--- src/sv/rrts_pkg.sv ---
package rrts_pkg;

    localparam int TASK_SLOTS_DEF      = 64;
    localparam int PRIORITY_LEVELS_DEF = 16;

    localparam int CMD_W    = 3;
    localparam int PRIO_W   = 4;
    localparam int STATUS_W = 2;
    localparam int ID_OUT_W = 6;
    localparam int REAP_W   = 7;

    typedef enum logic [CMD_W-1:0] {
        CMD_ADD         = 3'd0,
        CMD_SCHEDULE    = 3'd1,
        CMD_EXIT        = 3'd2,
        CMD_REAP        = 3'd3,
        CMD_TICK        = 3'd4,
        CMD_READ        = 3'd5,
        CMD_PREEMPT_ON  = 3'd6,
        CMD_PREEMPT_OFF = 3'd7
    } cmd_t;

    typedef enum logic [STATUS_W-1:0] {
        ST_DONE      = 2'd0,
        ST_NO_SLOT   = 2'd1,
        ST_NO_SWITCH = 2'd2
    } status_t;

    typedef enum logic [1:0] {
        SLOT_FREE    = 2'd0,
        SLOT_READY   = 2'd1,
        SLOT_RUNNING = 2'd2,
        SLOT_TERM    = 2'd3
    } slot_state_t;

    typedef enum logic [3:0] {
        OP_NONE,
        OP_SCAN_INIT,
        OP_SCAN_RD,
        OP_SCAN_NEXT,
        OP_ADD_COMMIT,
        OP_REAP_FREE,
        OP_EXIT_MARK,
        OP_SCHED_RD,
        OP_SCHED_POP,
        OP_SCHED_REQ,
        OP_PRIO_RD,
        OP_RESP
    } dp_op_t;

    typedef struct packed {
        dp_op_t  op;
        logic    cap;
        logic    preempt_on;
        logic    preempt_off;
        status_t status;
        logic    add_resp;
    } dp_cmd_t;

    typedef struct packed {
        logic slot_free;
        logic slot_term;
        logic scan_last;
        logic queue_empty;
        logic preempt;
    } dp_stat_t;

endpackage

--- src/sv/round_robin_task_scheduler_core.sv ---
// Round-robin task-slot scheduler. A command beat is taken when start is high and busy is low;
// busy stays high until the result, and the result is shown for exactly one cycle with done
// high. The receiver cannot stall it, so capture it on that cycle. busy drops in the done
// cycle, so the next command can be taken there. Schedule, exit and an enabled timer tick
// with a non-empty queue pass S_SCHED_RD, S_SCHED_POP and S_SCHED_REQ before S_PRIO_RD and
// S_RESP; those commands with an empty queue, a disabled tick, read current and the preempt
// commands go from S_DECODE straight to S_PRIO_RD. Add scans from slot 1 up to the first free
// slot and reap sweeps slots 1 to TASK_SLOTS-1; the slot-state table has one read port with
// registered data, so each slot is read in S_SCAN_RD and tested in S_SCAN_CHK.
module round_robin_task_scheduler_core
    import rrts_pkg::*;
#(
    parameter int TASK_SLOTS      = TASK_SLOTS_DEF,
    parameter int PRIORITY_LEVELS = PRIORITY_LEVELS_DEF
)
(
    input  logic                clk,
    input  logic                rst_n,
    input  logic                start,
    output logic                busy,
    input  logic [CMD_W-1:0]    command,
    input  logic [PRIO_W-1:0]   new_priority,
    output logic                done,
    output logic [STATUS_W-1:0] status,
    output logic [ID_OUT_W-1:0] task_id,
    output logic [ID_OUT_W-1:0] previous_id,
    output logic                switched,
    output logic [REAP_W-1:0]   reaped_count,
    output logic [PRIO_W-1:0]   task_priority
);

    dp_cmd_t  dp_cmd;
    dp_stat_t dp_stat;

    rrts_ctrl u_ctrl (
        .clk     (clk),
        .rst_n   (rst_n),
        .start   (start),
        .command (command),
        .busy    (busy),
        .dp_cmd  (dp_cmd),
        .dp_stat (dp_stat)
    );

    rrts_datapath #(
        .TASK_SLOTS      (TASK_SLOTS),
        .PRIORITY_LEVELS (PRIORITY_LEVELS)
    ) u_dp (
        .clk           (clk),
        .rst_n         (rst_n),
        .dp_cmd        (dp_cmd),
        .dp_stat       (dp_stat),
        .new_priority  (new_priority),
        .done          (done),
        .status        (status),
        .task_id       (task_id),
        .previous_id   (previous_id),
        .switched      (switched),
        .reaped_count  (reaped_count),
        .task_priority (task_priority)
    );

endmodule

--- src/sv/rrts_datapath.sv ---
module rrts_datapath
    import rrts_pkg::*;
#(
    parameter int TASK_SLOTS      = TASK_SLOTS_DEF,
    parameter int PRIORITY_LEVELS = PRIORITY_LEVELS_DEF
)
(
    input  logic                clk,
    input  logic                rst_n,
    input  dp_cmd_t             dp_cmd,
    output dp_stat_t            dp_stat,
    input  logic [PRIO_W-1:0]   new_priority,
    output logic                done,
    output logic [STATUS_W-1:0] status,
    output logic [ID_OUT_W-1:0] task_id,
    output logic [ID_OUT_W-1:0] previous_id,
    output logic                switched,
    output logic [REAP_W-1:0]   reaped_count,
    output logic [PRIO_W-1:0]   task_priority
);

    localparam int ID_W  = (TASK_SLOTS > 1) ? $clog2(TASK_SLOTS) : 1;
    localparam int CNT_W = $clog2(TASK_SLOTS + 1);
    localparam logic [ID_W-1:0]   LAST_ID  = ID_W'(TASK_SLOTS - 1);
    localparam logic [CNT_W-1:0]  FULL_CNT = CNT_W'(TASK_SLOTS);
    localparam logic [PRIO_W-1:0] IDLE_PRIO = PRIO_W'((PRIORITY_LEVELS - 1) & 15);

    function automatic logic [ID_W-1:0] id_inc(input logic [ID_W-1:0] x);
        if (x == LAST_ID)
        begin
            return '0;
        end
        return x + ID_W'(1);
    endfunction

    // slot tables and ready ring
    slot_state_t       state_mem [TASK_SLOTS];
    logic [PRIO_W-1:0] prio_mem  [TASK_SLOTS];
    logic [ID_W-1:0]   fifo_mem  [TASK_SLOTS];

    // entries not yet written read as their reset value
    logic [TASK_SLOTS-1:0] state_vld_reg, state_vld_next;
    logic [TASK_SLOTS-1:0] prio_vld_reg,  prio_vld_next;

    slot_state_t       state_rd_reg;
    logic [PRIO_W-1:0] prio_rd_reg;
    logic [ID_W-1:0]   fifo_rd_reg;

    logic [ID_W-1:0]   head_reg,    head_next;
    logic [ID_W-1:0]   tail_reg,    tail_next;
    logic [CNT_W-1:0]  count_reg,   count_next;
    logic [ID_W-1:0]   current_reg, current_next;
    logic              preempt_reg, preempt_next;
    logic [ID_W-1:0]   scan_reg,    scan_next;
    logic [ID_W-1:0]   nxt_reg,     nxt_next;
    logic              old_run_reg, old_run_next;
    logic [ID_W-1:0]   prev_reg,    prev_next;
    logic              sw_reg,      sw_next;
    logic [ID_W-1:0]   reap_reg,    reap_next;
    logic [PRIO_W-1:0] nprio_reg,   nprio_next;
    logic              done_reg,    done_next;

    logic [STATUS_W-1:0] status_reg,  status_next;
    logic [ID_OUT_W-1:0] id_reg,      id_next;
    logic [ID_OUT_W-1:0] prev_o_reg,  prev_o_next;
    logic                sw_o_reg,    sw_o_next;
    logic [REAP_W-1:0]   reap_o_reg,  reap_o_next;
    logic [PRIO_W-1:0]   prio_o_reg,  prio_o_next;

    logic              st_wr_en;
    logic [ID_W-1:0]   st_wr_addr;
    slot_state_t       st_wr_data;
    logic              st_rd_en;
    logic [ID_W-1:0]   st_rd_addr;
    logic              pr_wr_en;
    logic [ID_W-1:0]   pr_wr_addr;
    logic [PRIO_W-1:0] pr_wr_data;
    logic              pr_rd_en;
    logic              fifo_rd_en;
    logic              push_en;
    logic              push_ok;
    logic [ID_W-1:0]   push_id;

    always_comb
    begin
        head_next      = head_reg;
        tail_next      = tail_reg;
        count_next     = count_reg;
        current_next   = current_reg;
        preempt_next   = preempt_reg;
        scan_next      = scan_reg;
        nxt_next       = nxt_reg;
        old_run_next   = old_run_reg;
        prev_next      = prev_reg;
        sw_next        = sw_reg;
        reap_next      = reap_reg;
        nprio_next     = nprio_reg;
        done_next      = 1'b0;
        state_vld_next = state_vld_reg;
        prio_vld_next  = prio_vld_reg;
        status_next    = status_reg;
        id_next        = id_reg;
        prev_o_next    = prev_o_reg;
        sw_o_next      = sw_o_reg;
        reap_o_next    = reap_o_reg;
        prio_o_next    = prio_o_reg;

        st_wr_en   = 1'b0;
        st_wr_addr = scan_reg;
        st_wr_data = SLOT_FREE;
        st_rd_en   = 1'b0;
        st_rd_addr = scan_reg;
        pr_wr_en   = 1'b0;
        pr_wr_addr = scan_reg;
        pr_wr_data = '0;
        pr_rd_en   = 1'b0;
        fifo_rd_en = 1'b0;
        push_en    = 1'b0;
        push_id    = scan_reg;

        if (dp_cmd.cap)
        begin
            nprio_next = new_priority;
            prev_next  = current_reg;
            sw_next    = 1'b0;
            reap_next  = '0;
        end
        if (dp_cmd.preempt_on)
        begin
            preempt_next = 1'b1;
        end
        if (dp_cmd.preempt_off)
        begin
            preempt_next = 1'b0;
        end

        case (dp_cmd.op)
            OP_SCAN_INIT:
            begin
                scan_next = ID_W'(1);
            end
            OP_SCAN_RD:
            begin
                st_rd_en = 1'b1;
            end
            OP_SCAN_NEXT:
            begin
                scan_next = scan_reg + ID_W'(1);
            end
            OP_ADD_COMMIT:
            begin
                st_wr_en   = 1'b1;
                st_wr_data = SLOT_READY;
                pr_wr_en   = 1'b1;
                pr_wr_data = nprio_reg;
                push_en    = 1'b1;
            end
            OP_REAP_FREE:
            begin
                st_wr_en  = 1'b1;
                pr_wr_en  = 1'b1;
                reap_next = reap_reg + ID_W'(1);
                scan_next = scan_reg + ID_W'(1);
            end
            OP_EXIT_MARK:
            begin
                st_wr_en   = 1'b1;
                st_wr_addr = current_reg;
                st_wr_data = SLOT_TERM;
            end
            OP_SCHED_RD:
            begin
                st_rd_en   = 1'b1;
                st_rd_addr = current_reg;
                fifo_rd_en = 1'b1;
            end
            OP_SCHED_POP:
            begin
                // new task goes running first, so a head equal to current counts as running
                st_wr_en     = 1'b1;
                st_wr_addr   = fifo_rd_reg;
                st_wr_data   = SLOT_RUNNING;
                head_next    = id_inc(head_reg);
                count_next   = count_reg - CNT_W'(1);
                nxt_next     = fifo_rd_reg;
                old_run_next = (fifo_rd_reg == current_reg) || (state_rd_reg == SLOT_RUNNING);
            end
            OP_SCHED_REQ:
            begin
                if (old_run_reg)
                begin
                    st_wr_en   = 1'b1;
                    st_wr_addr = current_reg;
                    st_wr_data = SLOT_READY;
                    push_en    = 1'b1;
                    push_id    = current_reg;
                end
                current_next = nxt_reg;
                sw_next      = (nxt_reg != current_reg);
            end
            OP_PRIO_RD:
            begin
                pr_rd_en = 1'b1;
            end
            OP_RESP:
            begin
                done_next   = 1'b1;
                status_next = dp_cmd.status;
                prev_o_next = ID_OUT_W'(prev_reg);
                sw_o_next   = sw_reg;
                reap_o_next = REAP_W'(reap_reg);
                if (dp_cmd.add_resp)
                begin
                    if (dp_cmd.status == ST_DONE)
                    begin
                        id_next     = ID_OUT_W'(scan_reg);
                        prio_o_next = nprio_reg;
                    end
                    else
                    begin
                        id_next     = '0;
                        prio_o_next = '0;
                    end
                end
                else
                begin
                    id_next     = ID_OUT_W'(current_reg);
                    prio_o_next = prio_rd_reg;
                end
            end
            default:
            begin
            end
        endcase

        // a push into a full ring is dropped
        push_ok = push_en && (count_reg != FULL_CNT);
        if (push_ok)
        begin
            tail_next  = id_inc(tail_reg);
            count_next = count_reg + CNT_W'(1);
        end
        if (st_wr_en)
        begin
            state_vld_next[st_wr_addr] = 1'b1;
        end
        if (pr_wr_en)
        begin
            prio_vld_next[pr_wr_addr] = 1'b1;
        end
    end

    always_ff @(posedge clk or negedge rst_n)
    begin
        if (!rst_n)
        begin
            head_reg      <= '0;
            tail_reg      <= '0;
            count_reg     <= '0;
            current_reg   <= '0;
            preempt_reg   <= 1'b0;
            done_reg      <= 1'b0;
            state_vld_reg <= '0;
            prio_vld_reg  <= '0;
        end
        else
        begin
            head_reg      <= head_next;
            tail_reg      <= tail_next;
            count_reg     <= count_next;
            current_reg   <= current_next;
            preempt_reg   <= preempt_next;
            done_reg      <= done_next;
            state_vld_reg <= state_vld_next;
            prio_vld_reg  <= prio_vld_next;
        end
    end

    always_ff @(posedge clk)
    begin
        scan_reg    <= scan_next;
        nxt_reg     <= nxt_next;
        old_run_reg <= old_run_next;
        prev_reg    <= prev_next;
        sw_reg      <= sw_next;
        reap_reg    <= reap_next;
        nprio_reg   <= nprio_next;
        status_reg  <= status_next;
        id_reg      <= id_next;
        prev_o_reg  <= prev_o_next;
        sw_o_reg    <= sw_o_next;
        reap_o_reg  <= reap_o_next;
        prio_o_reg  <= prio_o_next;
    end

    always_ff @(posedge clk)
    begin
        if (st_wr_en)
        begin
            state_mem[st_wr_addr] <= st_wr_data;
        end
        if (st_rd_en)
        begin
            if (state_vld_reg[st_rd_addr])
            begin
                state_rd_reg <= state_mem[st_rd_addr];
            end
            else
            begin
                state_rd_reg <= (st_rd_addr == '0) ? SLOT_RUNNING : SLOT_FREE;
            end
        end
    end

    always_ff @(posedge clk)
    begin
        if (pr_wr_en)
        begin
            prio_mem[pr_wr_addr] <= pr_wr_data;
        end
        if (pr_rd_en)
        begin
            if (prio_vld_reg[current_reg])
            begin
                prio_rd_reg <= prio_mem[current_reg];
            end
            else
            begin
                prio_rd_reg <= (current_reg == '0) ? IDLE_PRIO : '0;
            end
        end
    end

    always_ff @(posedge clk)
    begin
        if (push_ok)
        begin
            fifo_mem[tail_reg] <= push_id;
        end
        if (fifo_rd_en)
        begin
            fifo_rd_reg <= fifo_mem[head_reg];
        end
    end

    assign dp_stat.slot_free   = (state_rd_reg == SLOT_FREE);
    assign dp_stat.slot_term   = (state_rd_reg == SLOT_TERM);
    assign dp_stat.scan_last   = (scan_reg == LAST_ID);
    assign dp_stat.queue_empty = (count_reg == '0);
    assign dp_stat.preempt     = preempt_reg;

    assign done          = done_reg;
    assign status        = status_reg;
    assign task_id       = id_reg;
    assign previous_id   = prev_o_reg;
    assign switched      = sw_o_reg;
    assign reaped_count  = reap_o_reg;
    assign task_priority = prio_o_reg;

endmodule

--- src/sv/rrts_ctrl.sv ---
module rrts_ctrl
    import rrts_pkg::*;
(
    input  logic             clk,
    input  logic             rst_n,
    input  logic             start,
    input  logic [CMD_W-1:0] command,
    output logic             busy,
    output dp_cmd_t          dp_cmd,
    input  dp_stat_t         dp_stat
);

    typedef enum logic [3:0] {
        S_IDLE,
        S_DECODE,
        S_SCAN_RD,
        S_SCAN_CHK,
        S_SCHED_RD,
        S_SCHED_POP,
        S_SCHED_REQ,
        S_PRIO_RD,
        S_RESP
    } state_t;

    state_t  state_reg,  state_next;
    cmd_t    cmd_reg,    cmd_next;
    status_t status_reg, status_next;
    logic    add_reg,    add_next;

    always_comb
    begin
        state_next  = state_reg;
        cmd_next    = cmd_reg;
        status_next = status_reg;
        add_next    = add_reg;

        dp_cmd             = '0;
        dp_cmd.op          = OP_NONE;
        dp_cmd.status      = status_reg;
        dp_cmd.add_resp    = add_reg;

        case (state_reg)
            S_IDLE:
            begin
                if (start)
                begin
                    dp_cmd.cap  = 1'b1;
                    cmd_next    = cmd_t'(command);
                    status_next = ST_DONE;
                    add_next    = 1'b0;
                    state_next  = S_DECODE;
                end
            end
            S_DECODE:
            begin
                case (cmd_reg)
                    CMD_ADD:
                    begin
                        dp_cmd.op  = OP_SCAN_INIT;
                        add_next   = 1'b1;
                        state_next = S_SCAN_RD;
                    end
                    CMD_REAP:
                    begin
                        dp_cmd.op         = OP_SCAN_INIT;
                        dp_cmd.preempt_on = 1'b1;
                        state_next        = S_SCAN_RD;
                    end
                    CMD_SCHEDULE, CMD_EXIT, CMD_TICK:
                    begin
                        if (cmd_reg == CMD_EXIT)
                        begin
                            dp_cmd.op = OP_EXIT_MARK;
                        end
                        if (cmd_reg == CMD_TICK && !dp_stat.preempt)
                        begin
                            status_next = ST_NO_SWITCH;
                            state_next  = S_PRIO_RD;
                        end
                        else
                        begin
                            dp_cmd.preempt_on = 1'b1;
                            if (dp_stat.queue_empty)
                            begin
                                status_next = ST_NO_SWITCH;
                                state_next  = S_PRIO_RD;
                            end
                            else
                            begin
                                state_next = S_SCHED_RD;
                            end
                        end
                    end
                    CMD_PREEMPT_ON:
                    begin
                        dp_cmd.preempt_on = 1'b1;
                        state_next        = S_PRIO_RD;
                    end
                    CMD_PREEMPT_OFF:
                    begin
                        dp_cmd.preempt_off = 1'b1;
                        state_next         = S_PRIO_RD;
                    end
                    default:
                    begin
                        state_next = S_PRIO_RD;
                    end
                endcase
            end
            S_SCAN_RD:
            begin
                dp_cmd.op  = OP_SCAN_RD;
                state_next = S_SCAN_CHK;
            end
            S_SCAN_CHK:
            begin
                if (add_reg)
                begin
                    if (dp_stat.slot_free)
                    begin
                        dp_cmd.op  = OP_ADD_COMMIT;
                        state_next = S_RESP;
                    end
                    else if (dp_stat.scan_last)
                    begin
                        status_next = ST_NO_SLOT;
                        state_next  = S_RESP;
                    end
                    else
                    begin
                        dp_cmd.op  = OP_SCAN_NEXT;
                        state_next = S_SCAN_RD;
                    end
                end
                else
                begin
                    if (dp_stat.slot_term)
                    begin
                        dp_cmd.op = OP_REAP_FREE;
                    end
                    else if (!dp_stat.scan_last)
                    begin
                        dp_cmd.op = OP_SCAN_NEXT;
                    end
                    state_next = dp_stat.scan_last ? S_PRIO_RD : S_SCAN_RD;
                end
            end
            S_SCHED_RD:
            begin
                dp_cmd.op  = OP_SCHED_RD;
                state_next = S_SCHED_POP;
            end
            S_SCHED_POP:
            begin
                dp_cmd.op  = OP_SCHED_POP;
                state_next = S_SCHED_REQ;
            end
            S_SCHED_REQ:
            begin
                dp_cmd.op  = OP_SCHED_REQ;
                state_next = S_PRIO_RD;
            end
            S_PRIO_RD:
            begin
                dp_cmd.op  = OP_PRIO_RD;
                state_next = S_RESP;
            end
            S_RESP:
            begin
                dp_cmd.op  = OP_RESP;
                state_next = S_IDLE;
            end
            default:
            begin
                state_next = S_IDLE;
            end
        endcase
    end

    always_ff @(posedge clk or negedge rst_n)
    begin
        if (!rst_n)
        begin
            state_reg  <= S_IDLE;
            cmd_reg    <= CMD_READ;
            status_reg <= ST_DONE;
            add_reg    <= 1'b0;
        end
        else
        begin
            state_reg  <= state_next;
            cmd_reg    <= cmd_next;
            status_reg <= status_next;
            add_reg    <= add_next;
        end
    end

    assign busy = (state_reg != S_IDLE);

endmodule

--- config.mk ---
export PLATFORM = sky130hd
export DESIGN_NAME = round_robin_task_scheduler_core
export DESIGN_NICKNAME = d
export VERILOG_FILES = /design/src/sv/rrts_pkg.sv /design/src/sv/round_robin_task_scheduler_core.sv /design/src/sv/rrts_datapath.sv /design/src/sv/rrts_ctrl.sv
export SDC_FILE = /design/constraint.sdc
export NUM_CORES = 1
export LEC_CHECK = 0
export BUFFER_PORTS_ARGS = -buffer_cell sky130_fd_sc_hd__buf_2
export CAP_MARGIN = 10
export CORE_ASPECT_RATIO = 1.75
export CORE_MARGIN = 2
export CORE_UTILIZATION = 45
export DETAILED_ROUTE_END_ITERATION = 7
export PLACE_DENSITY_LB_ADDON = 0.3
export SLEW_MARGIN = 20
export SYNTH_ARGS = -nofsm -noshare
export SYNTH_HDL_FRONTEND = slang
export SYNTH_SLANG_ARGS = --single-unit
--- constraint.sdc ---
create_clock -name clk -period 10.55 [get_ports clk]
set_input_delay 2.11 -clock clk [delete_from_list [all_inputs] [get_ports clk]]
set_output_delay 2.11 -clock clk [all_outputs]
set_load 0.02 [all_outputs]
After elaboration in Yosys (flattened, before gate mapping)
Memories as Yosys holds them, arrays and structs flattened. A register that Yosys moved wholly into a read port is not among the register bits.
Cells that the tools add are included.
{"block": "word_totals", "register_bits": 226, "ramBits": 768, "input_bits": 10, "out_inout_bits": 28, "wordCells": 202, "memories": 3}
{"block": "op_classes", "n_addsub": 6, "n_lt_le_gt_ge": 6, "eq_ne": 40, "muxes": 87, "bitwise": 2, "n_reduce_logical": 31}
{"memory": "u_dp.fifo_mem", "words": 64, "width": 6, "rd": 1, "rd_ports_with_merged_regs": 1, "write_ports": 1, "line_no": "rrts_datapath.sv:39", "rtl": "logic [ID_W-1:0] fifo_mem [TASK_SLOTS];"}
{"memory": "u_dp.prio_mem", "words": 64, "width": 4, "rd": 1, "rd_ports_with_merged_regs": 0, "write_ports": 1, "line_no": "rrts_datapath.sv:38", "rtl": "logic [PRIO_W-1:0] prio_mem [TASK_SLOTS];"}
{"memory": "u_dp.state_mem", "words": 64, "width": 2, "rd": 1, "rd_ports_with_merged_regs": 0, "write_ports": 1, "line_no": "rrts_datapath.sv:37", "rtl": "slot_state_t state_mem [TASK_SLOTS];"}
{"cell": "64-bit bitwise OR", "n": 2}
{"cell": "6-bit two-way mux", "n": 11}
{"cell": "4-bit one-hot mux with 8 select lines", "n": 2}
{"cell": "4-bit two-way mux", "n": 13}
{"cell": "4-bit by 3-bit == test with 1-bit output, second input constant", "n": 8}
{"cell": "1-bit two-way mux", "n": 31}
{"cell": "6-bit by 7-bit < comparator with 1-bit output, second input constant", "n": 4}
{"cell": "6-bit by 1-bit adder with 6-bit output, second input constant", "n": 4}
{"cell": "2-bit two-way mux", "n": 12}
{"cell": "4-bit == test, second input constant", "n": 5}
{"cell": "6-bit == test, second input constant", "n": 3}
{"cell": "6-bit one-hot mux with 3 select lines", "n": 1}
{"cell": "4-bit by 2-bit == test with 1-bit output, second input constant", "n": 4}
{"cell": "4-bit one-hot mux with 2 select lines", "n": 2}
{"cell": "7-bit two-way mux", "n": 2}
{"cell": "1-bit binary-select mux with 6-bit select", "n": 2}
{"cell": "1-bit demux with 6-bit select", "n": 2}
{"cell": "6-bit by 1-bit greater-or-equal comparator with 1-bit output, second input constant", "n": 2}
{"cell": "6-bit logical NOT", "n": 2}
{"cell": "6-bit one-hot mux with 2 select lines", "n": 1}
{"cell": "2-bit nonzero test", "n": 6}
{"cell": "2-bit OR reduction", "n": 5}
{"cell": "3-bit == test, second input constant", "n": 3}
{"cell": "4-bit by 1-bit == test with 1-bit output, second input constant", "n": 2}
{"cell": "other kinds (29)", "n": 43}

Logic depth before layout (Yosys ltp)
{"block": "depth", "depth_word": 12, "ltp_mapped": 17, "ltp_nobuf": 16}

Cells and area by module
A second synthesis with hierarchy kept.
{"block": "hier_totals", "cells_unflattened": 2387, "hier_area_um2": 40789.1}
{"mod": "rrts_datapath", "n_inst": 1, "cells_each": 2291, "area_per_inst_um2": 39994.6, "seq_area_each_um2": 28952.8}
{"mod": "rrts_ctrl", "n_inst": 1, "cells_each": 96, "area_per_inst_um2": 794.5, "seq_area_each_um2": 252.7}

Least setup slack after synthesis
No wires, ideal clock.
{"block": "synth_timing", "path_type": "reg2reg", "from": "register u_ctrl.state_reg[0]", "to": "memory u_dp.fifo_mem[0][5] (netlist bit), data pin", "setup_time_ps": 702, "arrival_time_ps": 6681, "required_ps": 9848, "path_slack_ps": 3168, "path_stages_with_launch": 8, "path_buffers": 2, "synth_period_minus_slack_ps": 7382, "cell_sequence": "dfrtp_1 -> buf_4 -> nor4b_1 -> a31oi_1 -> nor4b_2 -> and3_1 -> clkbuf_2 -> o21ai_0"}
{"block": "synth_between", "elab_chain_cells": 4, "elab_cells_between_ends": 11, "classes_between": "eq/ne (9); mux (2)"}
{"element": "from (decl)", "line_no": "rrts_ctrl.sv:25", "rtl": "state_t state_reg, state_next;"}
{"element": "from (signal assigned)", "line_no": "rrts_ctrl.sv:191", "rtl": "state_reg <= state_next;"}
{"element": "4-bit == test, or another cell as far along", "line_no": "rrts_ctrl.sv:42", "rtl": "case (state_reg)"}
{"element": "4-bit one-hot mux with 8 select lines *", "line_no": "rrts_ctrl.sv:42"}
{"element": "4-bit == test *", "line_no": "rrts_datapath.sv:137", "rtl": "case (dp_cmd.op)"}
{"element": "6-bit two-way mux *", "line_no": "rrts_datapath.sv:137"}
{"element": "named net u_dp.push_id[5]", "line_no": "rrts_datapath.sv:82", "rtl": "logic [ID_W-1:0] push_id;"}
{"element": "to (decl)", "line_no": "rrts_datapath.sv:39"}
The timed path passes the listed nets; every way through them passes the cells marked *.

Worst setup path after layout
{"block": "layout_timing", "from": "register u_ctrl.state_reg[3]", "to": "memory u_dp.state_mem[55][0] (netlist bit), enable pin"}
{"block": "layout_between", "elab_chain_cells": 7, "elab_cells_between_ends": 19, "classes_between": "eq/ne (13); mux (5); reduce/logical (1)"}
{"element": "4-bit == test, or another cell as far along", "line_no": "rrts_ctrl.sv:42"}
{"element": "4-bit one-hot mux with 8 select lines *", "line_no": "rrts_ctrl.sv:42"}
{"element": "4-bit by 3-bit == test with 1-bit output or 4-bit == test (tied branches)"}
{"element": "4-bit OR reduction (no line)"}
{"element": "1-bit one-hot mux with 2 select lines", "line_no": "rrts_datapath.sv:137"}
{"element": "1-bit two-way mux", "line_no": "rrts_datapath.sv:298", "rtl": "if (st_wr_en)"}
{"element": "1-bit two-way mux (not written as such)", "line_no": "rrts_datapath.sv:300", "rtl": "state_mem[st_wr_addr] <= st_wr_data;"}
{"element": "to (decl)", "line_no": "rrts_datapath.sv:37"}
Every way passes the cells marked *; elsewhere a longest branch is shown, timed or not.

==> flow_summary.json <==
{
  "status": "complete, no violations",
  "grt_max_degree": 107,
  "cts.sinks": 1000,
  "synth_compound_area_share_pct": 4.44,
  "internal_power_uw": 8310,
  "clk_latency_ns": 0.68,
  "drcViolationCount": 0,
  "switching_power_uw": 4220,
  "powerDensity_mw_per_mm2": 276,
  "place.gp.congestion": 0.877,
  "die_h_um": 403,
  "timing.hold.ws_ns": 0.431,
  "ys.flop_type": "edfxtp_1",
  "cp_data_required_time_ns": 10.93,
  "routedWlPerCell_um": 26.4,
  "hold_class": "reg -> reg",
  "synth_area_leaders": "edfxtp_1 61%, mux4_2 12%, dfrtp_1 10%, nor2_1 2.3%, nand2_1 1.9%",
  "async_flop_share_pct": 16.5,
  "synth.ff_latch_count": 1000,
  "fmax_ghz": 0.199,
  "top_regs": "u_dp.fifo_mem: 384 flops, u_dp.prio_mem: 256 flops, u_dp.state_mem: 128 flops",
  "rows": 146,
  "die_x_um": 232,
  "clkPwrFrac_pct": 26.7,
  "synth-seq-area-share_pct": 71.4,
  "cp_max_fo": 67,
  "fin_crit_ns": 5.03,
  "drive_above_1_share_pct": 21.3,
  "grt_pass1_wl_um": 148000,
  "area_growth_pct": 10.9,
  "synth_edf_count": 835,
  "synth_top_family_by_area": "multiplexers",
  "top_register": "u_dp.fifo_mem",
  "synth_most_common_cell": "edfxtp_1",
  "syn_nets": 2454,
  "power_switching_share_pct": 33.7,
  "syn_avg_cell_area_um2": 16.8,
  "seqPwrFrac_pct": 43.1,
  "drtIter0Drc": 2028,
  "synth_commonest_cells": "835 x edfxtp_1, 250 x nor2_1, 218 x mux4_2",
  "cts_buffers": 84,
  "ys_warn_count": 0,
  "ctsHtreeMaxLevel": 3,
  "synth_xor_area_share_pct": 0.706,
  "pwr-share-comb_pct": 30.2,
  "drt-vias-per-instance": 5.89,
  "vias": 21900,
  "nNetsFinal": 2480,
  "synthAdderAreaFrac_pct": 0.355,
  "ant_nets": 0,
  "critPathArrivalTime_ns": 5.41,
  "peakVddDrop_v": 0.000171,
  "cts_tree": "yes",
  "hold_viol_final": 0,
  "dp_hpwl_um": 64100,
  "setup_slack_ns": 5.52,
  "clock_path_buffers": 3,
  "tightest_slew_ns": 1.07,
  "hold_start": "u_dp.prev_reg[4]$_DFFE_PP_",
  "drt_first_pass_iters": 6,
  "maxSlewViolCount": 0,
  "grt_use_total_pct": 21.4,
  "synth_area_mm2": 0.0409,
  "synth-simple-area-share_pct": 7.86,
  "crit_path_cell_trace": "nand2b_2 > or3b_1 > inv_2 > a21oi_1 > inv_1 > buf_4 > o31ai_1 > or2_1 > nand2b_1 > nor2_1",
  "crit_start": "u_ctrl.state_reg[3]$_DFFE_PN0P_",
  "clk_pin_slew_ns": 0.07,
  "yosys.area.top_type": "edfxtp_1",
  "cts_resized": 0,
  "grt_pass1_vias": 23000,
  "finalSetupViolCount": 0,
  "largest_reg_flops": 384,
  "relSlewSlack_pct": 28.4,
  "crit_family": "simple AND/OR/NAND/NOR gates",
  "synth.distinct_cells": 88,
  "rsz0062_at_grt": "false",
  "core_mm2": 0.0902,
  "ios": 38,
  "path_class": "reg -> reg",
  "dp_slack_ns": 5.58,
  "critPathMaxStageDelay_ns": 0.71,
  "slowest_stage": "o31ai_1",
  "routed_wl_um": 98000,
  "post_cts_buffers": 0,
  "end_kind": "flip-flop",
  "reg2reg_from": "u_ctrl.state_reg[3]$_DFFE_PN0P_",
  "initial_core_util_pct": 45.3,
  "setup_tns_ns": 0,
  "start_kind": "flip-flop",
  "finalCritPeriodShare_pct": 47.7,
  "dieArea_mm2": 0.0934,
  "skew_ns": 0.0304,
  "yosys.area.top_type_share_pct": 61.3,
  "drv_cap": 0,
  "hold_buffers": 0,
  "cp_num_buf_inv": 3,
  "netlist_instances": 2433,
  "p_leak_uw": 0.0158,
  "cts-root-buf": "clkbuf_16",
  "total_power_uw": 12500,
  "fillCellCount": 7317,
  "grt_antenna_before_repair": 0,
  "synth_mux_area_share_pct": 13.6,
  "port_buffers": 36,
  "grt-ovfl-total": 0
}
-- cell families (layout without fill, tap and decap cells) --
| family | after synthesis | in the layout |
|---|---|---|
| buffers and inverters | 153 | 251 |
| AO/OA/AOI/OAI | 263 | 263 |
| multiplexers | 281 | 281 |
| flip-flops | 1000 | 1000 |
| XOR/XNOR | 33 | 33 |
| adder cells (fa/ha/maj) | 11 | 11 |
| other | 1 | 2 |
| AND/OR/NAND/NOR | 691 | 691 |
-- cell type report --
cell class | instances | area (um2) | share of cell area (%)
Antenna cell | 1 | 2.50 | 0.00551
Clock buffer | 111 | 2360 | 5.20
Clock inverter | 47 | 626 | 1.38
Inverter | 21 | 78.8 | 0.174
Multi-Input combinational cell | 1280 | 11100 | 24.5
Sequential cell | 1000 | 29200 | 64.4
Tap cell | 1184 | 1480 | 3.26
Timing Repair Buffer | 72 | 499 | 1.10
-- power by group through the flow --
stage	sequential [uW]	clock [uW]	combinational (uW)
floorplan	5240	0	2700
CTS	5440	3400	3770
detailed placement	5520	0	3750
global route	5460	3550	4040
global placement	5490	0	3670
finish	5410	3350	3780
-- cell usage in the layout (no fill, tap or decap), types with 10 or more instances in the layout --
cell type  Yosys  layout
o21bai_1      51      51
buf_4          6      32
ha_1          10      10
nor3_1        19      19
nor2b_1       10      10
clkinv_2       0      13
inv_1         16      16
edfxtp_1     835     835
o22ai_1       12      12
mux2i_1       51      50
nand3_1       52      52
nand2_1      202     202
nand4_1       12      12
clkinv_1       3      12
buf_2         30      35
clkbuf_8       0      10
xor2_1        12      12
clkbuf_16      0      87
nor2_1       250     250
bufinv_16      0      14
a21oi_1       50      50
dfrtp_1      163     158
clkbuf_1      68      15
mux2_2        12      12
xnor2_1       21      21
or2_1         13      13
a31oi_1       14      14
o21ai_0       37      31
mux4_2       218     218
or2_2         67      67
-- metrics by stage --
step                      instances  area, um2  utilization [%]
final                          3716      45400             50.3
after global routing           3715      45400             50.3
after CTS                      3713      45300             50.2
after detailed placement       3555      42300             46.9
after global placement         3555      42300             46.9
after floorplan                2433      40900                -
-- per-layer routing --
metal	part of all wire, %	global-route usage (%)	up-vias	wire length, um
met4	4.3	9.36	0	4200
met1	35	24.1	11400	34500
met2	56	40.0	771	54800
li1	-	-	9491	-
met3	4.6	2.85	187	4490
met5	0	0	-	0
-- final timing paths --
kind / endpoint / slack [ns] / cells after the start
max: u_dp.state_mem[55][0]$_DFFE_PP_ / 5.52 / 10
min: u_dp.previous_id[4]$_DFFE_PP_ / 0.43 / 0
max reg2reg: u_dp.state_mem[55][0]$_DFFE_PP_ / 5.52 / 10
min reg2reg: u_dp.previous_id[4]$_DFFE_PP_ / 0.43 / 0
max in group asynchronous: u_dp.state_vld_reg[39]$_DFFE_PN0P_ / 7.62 / 3
min in group asynchronous: u_dp.prio_vld_reg[40]$_DFFE_PN0N_ / 1.34 / 1
(Power assumes the default switching activity.)
